$ cat config.mk
export PLATFORM = sky130hd
export DESIGN_NAME = lsb_parity_stego_embed_extract
export DESIGN_NICKNAME = d
export VERILOG_FILES = /design/src/lsbpe_pkg.sv /design/src/lsbpe_cfg.sv /design/src/lsbpe_core.sv /design/src/lsb_parity_stego_embed_extract.sv
export SDC_FILE = /design/constraint.sdc
export NUM_CORES = 1
export LEC_CHECK = 0
export BUFFER_PORTS_ARGS = -buffer_cell sky130_fd_sc_hd__clkbuf_2
export CAP_MARGIN = 20
export CORE_ASPECT_RATIO = 1.75
export CORE_MARGIN = 4
export CORE_UTILIZATION = 40
export CTS_CLUSTER_SIZE = 40
export DETAILED_ROUTE_END_ITERATION = 10
export GPL_TIMING_DRIVEN = 0
export HOLD_SLACK_MARGIN = 0.15
export PLACE_DENSITY_LB_ADDON = 0.1
export SYNTH_ARGS = -nofsm -noshare
export SYNTH_HDL_FRONTEND = slang
export SYNTH_SLANG_ARGS = --single-unit
$ cat constraint.sdc
create_clock -name clk -period 6.1 [get_ports clk]
set_input_delay 0.305 -clock clk [delete_from_list [all_inputs] [get_ports clk]]
set_output_delay 0.305 -clock clk [all_outputs]
set_load 0.03 [all_outputs]
$ cat src/lsbpe_pkg.sv
// Shared types and constants for the LSB parity stego embed/extract block.
package lsbpe_pkg;

  localparam int LENGTH_BITS_DEF = 16;
  localparam int CFG_INDEX_W     = 4;
  localparam int CFG_DATA_W      = 16;

  localparam logic [CFG_INDEX_W-1:0] CFG_MODE          = CFG_INDEX_W'(0);
  localparam logic [CFG_INDEX_W-1:0] CFG_SECRET_LENGTH = CFG_INDEX_W'(1);

  localparam logic MODE_EMBED   = 1'b0;
  localparam logic MODE_EXTRACT = 1'b1;

  localparam logic [7:0] PARITY_PIVOT = 8'd127;

  typedef struct packed {
    logic [7:0] carrier_byte;
    logic       effective;
    logic [7:0] secret_byte;
    logic       message_start;
  } item_t;

  typedef struct packed {
    logic [7:0] carrier_out;
    logic [7:0] secret_out;
    logic       secret_out_valid;
    logic       finished;
  } result_t;

  typedef struct packed {
    logic        mode;
    logic [15:0] secret_length;
  } cfg_t;

endpackage

$ cat src/lsbpe_cfg.sv
// Configuration register file: mode and secret length.
module lsbpe_cfg
  import lsbpe_pkg::*;
(
  input  logic                   clk,
  input  logic                   rst,
  input  logic                   cfg_valid,
  output logic                   cfg_ready,
  input  logic [CFG_INDEX_W-1:0] cfg_index,
  input  logic [CFG_DATA_W-1:0]  cfg_data,
  output cfg_t                   cfg
);

  assign cfg_ready = 1'b1;

  always_ff @(posedge clk) begin
    if (rst) begin
      cfg.mode          <= MODE_EMBED;
      cfg.secret_length <= '0;
    end else if (cfg_valid) begin
      case (cfg_index)
        CFG_MODE:          cfg.mode          <= cfg_data[0];
        CFG_SECRET_LENGTH: cfg.secret_length <= cfg_data[15:0];
        default: ;
      endcase
    end
  end

endmodule

$ cat src/lsbpe_core.sv
// Message state and per-word embed/extract logic.
module lsbpe_core
  import lsbpe_pkg::*;
#(
  parameter int LENGTH_BITS = LENGTH_BITS_DEF
) (
  input  logic    clk,
  input  logic    rst,
  input  cfg_t    cfg,
  input  item_t   item,
  input  logic    step,
  output result_t result
);

  localparam int CW = (LENGTH_BITS > 16) ? LENGTH_BITS : 16;

  logic [2:0]             bit_position, bit_position_next;
  logic [LENGTH_BITS-1:0] bytes_done, bytes_done_next;
  logic [7:0]             gathered_byte, gathered_byte_next;
  logic [7:0]             held_secret, held_secret_next;

  logic [CW-1:0]          len_wide;
  logic [LENGTH_BITS-1:0] len;
  logic [2:0]             bp, shift;
  logic [LENGTH_BITS-1:0] bd;
  logic [7:0]             gb, hs, cout;
  logic                   active, want_odd;

  assign len_wide = CW'(cfg.secret_length);
  assign len      = LENGTH_BITS'(len_wide);

  always_comb begin
    bp    = item.message_start ? 3'd0 : bit_position;
    bd    = item.message_start ? '0   : bytes_done;
    gb    = item.message_start ? 8'd0 : gathered_byte;
    hs    = item.message_start ? 8'd0 : held_secret;
    shift = ~bp;  // 7 - bit position, MSB first
    active = item.effective && (bd < len);
    cout   = item.carrier_byte;
    want_odd = 1'b0;

    bit_position_next  = bp;
    bytes_done_next    = bd;
    gathered_byte_next = gb;
    held_secret_next   = hs;
    result.secret_out       = 8'd0;
    result.secret_out_valid = 1'b0;

    if (active) begin
      if (cfg.mode == MODE_EMBED) begin
        if (bp == 3'd0) held_secret_next = item.secret_byte;
        want_odd = held_secret_next[shift];
        if (item.carrier_byte[0] != want_odd) begin
          cout = (item.carrier_byte < PARITY_PIVOT) ? item.carrier_byte + 8'd1
                                                    : item.carrier_byte - 8'd1;
        end
      end else begin
        gathered_byte_next[shift] = gb[shift] | item.carrier_byte[0];
      end
      bit_position_next = bp + 3'd1;
      if (bp == 3'd7) begin
        bytes_done_next = bd + LENGTH_BITS'(1);
        if (cfg.mode == MODE_EXTRACT) begin
          result.secret_out       = gathered_byte_next;
          result.secret_out_valid = 1'b1;
          gathered_byte_next      = 8'd0;
        end
      end
    end

    result.carrier_out = cout;
    result.finished    = (bytes_done_next >= len);
  end

  always_ff @(posedge clk) begin
    if (rst) begin
      bit_position  <= '0;
      bytes_done    <= '0;
      gathered_byte <= '0;
      held_secret   <= '0;
    end else if (step) begin
      bit_position  <= bit_position_next;
      bytes_done    <= bytes_done_next;
      gathered_byte <= gathered_byte_next;
      held_secret   <= held_secret_next;
    end
  end

endmodule

$ cat src/lsb_parity_stego_embed_extract.sv
// Top level: input register, embed/extract logic, result register.
//
//  channel  | handshake                 | payload
//  ---------+---------------------------+---------------------------
//  item     | item_valid / item_ready   | item (item_t)
//  result   | result_valid/result_ready | result (result_t)
//  cfg      | cfg_valid / cfg_ready     | cfg_index, cfg_data
//
// One word per cycle unless the result stalls; input register, then result
// register. Message state advances as a word moves into the result register.
// rst is synchronous and clears cfg, state and both valids, not the payloads.
// A stalled result holds the pipe; the input register still takes one word.
module lsb_parity_stego_embed_extract
  import lsbpe_pkg::*;
#(
  parameter int LENGTH_BITS = LENGTH_BITS_DEF
) (
  input  logic                   clk,
  input  logic                   rst,
  input  logic                   item_valid,
  output logic                   item_ready,
  input  item_t                  item,
  output logic                   result_valid,
  input  logic                   result_ready,
  output result_t                result,
  input  logic                   cfg_valid,
  output logic                   cfg_ready,
  input  logic [CFG_INDEX_W-1:0] cfg_index,
  input  logic [CFG_DATA_W-1:0]  cfg_data
);

  cfg_t    cfg;
  item_t   held_item;
  logic    held_valid;
  logic    step;
  result_t result_next;

  lsbpe_cfg u_cfg (
    .clk       (clk),
    .rst       (rst),
    .cfg_valid (cfg_valid),
    .cfg_ready (cfg_ready),
    .cfg_index (cfg_index),
    .cfg_data  (cfg_data),
    .cfg       (cfg)
  );

  lsbpe_core #(.LENGTH_BITS(LENGTH_BITS)) u_core (
    .clk    (clk),
    .rst    (rst),
    .cfg    (cfg),
    .item   (held_item),
    .step   (step),
    .result (result_next)
  );

  assign step       = held_valid && (!result_valid || result_ready);
  assign item_ready = !held_valid || step;

  always_ff @(posedge clk) begin
    if (rst) begin
      held_valid <= 1'b0;
    end else if (item_ready) begin
      held_valid <= item_valid;
    end
  end

  always_ff @(posedge clk) begin
    if (item_ready && item_valid) held_item <= item;
  end

  always_ff @(posedge clk) begin
    if (rst) begin
      result_valid <= 1'b0;
    end else if (!result_valid || result_ready) begin
      result_valid <= held_valid;
    end
  end

  always_ff @(posedge clk) begin
    if (step) result <= result_next;
  end

endmodule

# Yosys cells after proc, flatten, opt, wreduce, memory -nomap -nowiden
# Cells that the tools add are included.
# Widths: inputs -> output; s select.
# op_classes
addsub,4
mul,0
div_mod_pow,0
magnitude_cmp,5
eq_ne,3
shift,0
mux,28
bitwise,2
reduce_logical,14
# op_table
operator,count
$mux 8,15
$mux 16,3
$add 16x1->16 const B,1
$ge 16x16->1,1
$lt 16x16->1,1
$add 8x1->8 const B,1
$bwmux 8,1
$lt 8x7->1 const B,1
$sub 8x1->8 const B,1
$bmux 1 s3,2
$mux 3,2
$reduce_and 2->1,3
$eq 4x1->1 const B,1
$logic_and 1x1->1,4
$logic_not 4->1,1
$lt 3x4->1 const B,1
$mux 1,4
$add 3x1->3 const B,1
$demux 1 s3,1
$eq 3x3->1 const B,1
$ge 3x1->1 const B,1
$logic_not 3->1,1
$not 3->3,1
$reduce_and 3->1,1
other kinds (4),6
# word_totals
reg_bits,90
latch_bits,0
ram_bits,0
rom_bits,0
inputBits,43
out_inout_bits,21
elab_cells,72
memories,0

# Depth between registers and ports, before layout
# depth
ltp_word,11
mapped_depth,19
depth_no_buf,16

# Hierarchy
# A second synthesis with hierarchy kept.
# hier_totals
hier_cells,587
area_unflattened_um2,5557.8
# by_module_without_submodules
module,instances,cells_each,area_each_um2,seq_area_each_um2
lsbpe_core,1,461,3557.2,700.7
lsb_parity_stego_embed_extract,1,46,1184.9,1121.1
lsbpe_cfg,1,80,815.8,340.3

# Worst setup path before layout
# Ideal clock, no wire load.
# synth_timing
kind,flip-flop to flip-flop
start,register held_item[0] (netlist bit)
end,"register result[0] (netlist bit), data pin"
setup_time_ns,0.254
arrival_time_ns,3.956
t_required_ns,5.846
slack_ns,1.890
path_stages_with_launch,19
path_buffers,4
synth_period_minus_slack_ns,4.210
path_cell_list,edfxtp_1 buf_2 clkbuf_1 clkbuf_1 clkbuf_1 nor2b_1 ha_1 o211ai_1 a31oi_1 o21a_1 nor3_2 xnor2_1 ha_1 nand2b_1 a21o_1 a21o_1 a21oi_1 o21ai_0 a21o_1
# synth_rtl
element,line,text
"start, declared",lsb_parity_stego_embed_extract.sv:33,item_t held_item;
"start signal, assigned",lsb_parity_stego_embed_extract.sv:69,if (item_ready && item_valid) held_item <= item;
"end signal, assigned",lsb_parity_stego_embed_extract.sv:81,if (step) result <= result_next;
"end, declared",lsb_parity_stego_embed_extract.sv:25,"output result_t result,"

==> flow_summary_export.csv <==
group,metric,value,unit
run_status,outcome,"complete, no violations",
floorplan,core,13400,um2
logic_synthesis,synth_ff_type,"sky130_fd_sc_hd__dfxtp_1",
drt,detail_route.iter0.violations,218,
clock_network,tritoncts,"done",
clock_network,clkSinkCount,90,
drt,drc,0,
floorplan,die_x,96.4,um
timing,fin_skew,0.00955,ns
timing,finalWorstSetupSlack,0.308,ns
power_and_ir_drop,report.power.total,1450,uW
drt,route.detailed.wl_per_inst,18.5,um
setup_path,critical_path_peak_fanout,10,
clock_network,htree_num_levels,3,
placement,detailedPlace.worstSlack,0.278,ns
placement,place.gp.congestion,0.902,
clock_network,ctsRootBufferMaster,"sky130_fd_sc_hd__clkbuf_16",
power_and_ir_drop,cellLeakagePower,0.00268,uW
logic_synthesis,yosysWarnings,0,
floorplan,row_count,56,
floorplan,pin_count,64,
logic_synthesis,synthDistinctLibCells,74,
drt,vias_per_cell,5.68,
timing,final_hold_viol_count,0,
clock_network,postCtsSetupBuffers,0,
timing,finalSetupTns,0,ns
setup_path,cp-start-kind,"flip-flop",
power_and_ir_drop,peakVddDrop,0.124,mV
clock_network,cts_resized,0,
logic_synthesis,synthCells,576,
logic_synthesis,asyncSetResetFlopFracSynth,0,%
timing,finalSetupViolCount,0,
cells_and_area,layout.filler_cells,1275,
setup_path,required,6.20,ns
logic_synthesis,synthXorXnorAreaFrac,2.24,%
logic_synthesis,synth_top_area_share,19.7,%
timing,max_slew.worst_pin.slew,0.962,ns
clock_network,clkSlewWorstSetupHoldPaths,0.07,ns
global_routing,antenna_violations_before_repair,0,
logic_synthesis,post_synthesis_simple_gate_area_fraction,21.5,%
floorplan,die_area,15700,um2
cells_and_area,drive_above_1_share,15.9,%
setup_path,crit_type,"reg2reg",
setup_path,worstPathArrival,5.89,ns
logic_synthesis,yosys-mux-area-fraction,7.22,%
logic_synthesis,ys_top_cells_by_area,"sky130_fd_sc_hd__dfxtp_1 20%, sky130_fd_sc_hd__edfxtp_1 20%, sky130_fd_sc_hd__ha_1 9.4%",
timing,post-route-period-util,95.0,%
cells_and_area,area_used_by_multi_input_combinational_logic,3080,um2
logic_synthesis,synth_compound_area_share,15.4,%
drt,ant_nets,0,
logic_synthesis,seq_cells_post_synth,90,
floorplan,floorplan.initialDensity,40.9,%
clock_network,cts_hold_repair.buffers,17,
logic_synthesis,synth-edff-count,36,
timing,timing.final.crit_period,5.79,ns
global_routing,grt_start_max_net_pins,25,
cells_and_area,area_growth,19.3,%
global_routing,grt_pass1_wl,24.7,mm
logic_synthesis,synth.yosys.seq_area_share,39.5,%
timing,timing.fmax,173,MHz
logic_synthesis,dominant_combinational_cell_family_by_area_after_synthesis,"simple AND/OR/NAND/NOR gates",
min_path,hold_path_class,"in2reg",
floorplan,die_h,163,um
cells_and_area,seq_area,2160,um2
global_routing,overflow,0,
cells_and_area,n_antenna_cell,0,
drt,vias,4809,
global_routing,number_of_global_route_vias_before_repair,4947,
logic_synthesis,post_synth.cell_area_avg,9.51,um2
logic_synthesis,cell_type_with_the_largest_total_area_after_synthesis,"sky130_fd_sc_hd__dfxtp_1",
clock_network,numCtsBuffers,9,
placement,detailed_place_hpwl,11.9,mm
logic_synthesis,syn-num-nets,661,
logic_synthesis,syn_area,5480,um2
cells_and_area,finalInstanceArea,6530,um2
timing,fin_hold_ws,0.189,ns
power_and_ir_drop,power.density_cell_area,222,nW/um2
logic_synthesis,post_synthesis_adder_cell_area_fraction,9.73,%
clock_network,worstSkewPairLatency,0.34,ns
drt,route.final.wire_length,15.6,mm
drt,drt-pass1-iter-count,5,
setup_path,worst_setup_path_end_kind,"flip-flop",
placement,placed_area,6000,um2
timing,rsz0062_at_grt,"no",
timing,timing.final.max_slew_violations,0,
placement,buffer_ports.inserted,61,
run,max_cap_violations,0,
timing,max-slew-margin-rel,34.2,%
cells_and_area,num-nets-final,752,
clock_network,clk_path_buf_depth,2,
global_routing,groute.usage.overall,20.5,%
cell families after synthesis:
group	after synthesis
simple gates	216
compound gates	119
flops	90
buf+inv	58
fa+ha+maj	42
mux	36
xor+xnor	14
other cells	1
worst max-delay path: stages (launching register included):
cell and delay, ns:
sky130_fd_sc_hd__edfxtp_1 0.50, sky130_fd_sc_hd__buf_2 0.29, sky130_fd_sc_hd__clkbuf_1 0.46, sky130_fd_sc_hd__clkbuf_1 0.47, sky130_fd_sc_hd__clkbuf_1 0.50, sky130_fd_sc_hd__nor2b_1 0.18, sky130_fd_sc_hd__ha_1 0.31, sky130_fd_sc_hd__o211ai_1 0.19
sky130_fd_sc_hd__a31oi_1 0.09, sky130_fd_sc_hd__o21ai_2 0.43, sky130_fd_sc_hd__nand3_2 0.28, sky130_fd_sc_hd__clkbuf_1 0.36, sky130_fd_sc_hd__o21ai_0 0.35, sky130_fd_sc_hd__o41ai_1 0.16, sky130_fd_sc_hd__ha_1 0.32, sky130_fd_sc_hd__a21o_1 0.16
sky130_fd_sc_hd__a21oi_1 0.19, sky130_fd_sc_hd__o21ai_0 0.12, sky130_fd_sc_hd__a21o_1 0.16
placed cells by master (no fill, tap or decap), drive strengths merged, types with 8 or more instances in the layout:
master	count
o21ai	23
nand2	48
mux2i	26
edfxtp	36
clkbuf	92
a31oi	9
a21oi	21
inv	34
nor4	8
nor3	21
ha	41
dfxtp	54
nand3	13
a21o	9
dlygate4sd3	18
nor2b	20
mux2	8
nand4	16
xnor2	13
nor2	47
Yosys cell counts (all sizes together), types with 3 or more instances:
master,instances
a22o,7
edfxtp,36
inv,30
nand3,13
a22oi,4
o41ai,7
o211ai,3
nand4b,4
nor2,47
a21oi,21
a2111oi,3
nor4,8
o21ai,23
ha,41
a32oi,3
a21o,9
buf,6
nor3,21
mux2i,26
and2,6
a31oi,9
nand2b,7
or4,7
a41oi,3
or2,3
dfxtp,54
nand4,16
o2bb2ai,6
clkbuf,21
mux2,8
xnor2,13
nand2,48
nor2b,20
a32o,5
or3,3
worst paths after layout:
| path | start | endpoint | slack [ns] | cells after the start |
|---|---|---|---|---|
| worst min register to register | u_core.held_secret[5] | u_core.held_secret[5] | 0.45 | 1 |
| worst max register to register | held_item[0] | result[0] | 0.31 | 18 |
| worst min-delay path | cfg_data[4] | u_cfg.cfg[4] | 0.19 | 3 |
| worst max-delay path | held_item[0] | result[0] | 0.31 | 18 |
per-layer routing:
| metal | up-vias | part of all wire [%] | GRT usage (%) |
|---|---|---|---|
| met5 | - | 0 | 0 |
| met4 | 0 | 4.1 | 9.64 |
| met3 | 42 | 3.8 | 2.54 |
| met2 | 164 | 57 | 39.6 |
| met1 | 2268 | 36 | 20.8 |
| li1 | 2335 | - | - |
sequential cells by signal, indices dropped and copies added, names as in the netlist:
name,count
u_cfg.cfg,17
u_core.gathered_byte,8
u_core.bit_position,3
held_item,18
u_core.bytes_done,16
result,18
held_valid,1
result_valid,1
u_core.held_secret,8
stage by stage:
| stage | util, % | std cells |
|---|---|---|
| after floorplan | - | 576 |
| after global placement | 44.8 | 811 |
| after detailed placement | 44.8 | 811 |
| after CTS | 48.5 | 844 |
| after global routing | 48.8 | 846 |
| final | 48.8 | 846 |
area by class of cell:
cell class                 count  area share, %
inverter                      31           1.78
clock inverter                 6           1.46
multi-input combinational    428           47.2
buffer                        27           1.80
tap                          174           3.33
clock buffer                  10           3.51
sequential                    90           33.1
timing repair buffer          80           7.86
report_power, final:
group          switching (uW)  leakage, uW  total, uW  internal [uW]
logic                     109      0.00174        175           65.8
registers                8.52     0.000777        653            644
clock network             256     0.000158        622            366
total                     374      0.00268       1450           1080
No activity file was read; power rests on OpenSTA's default activity.
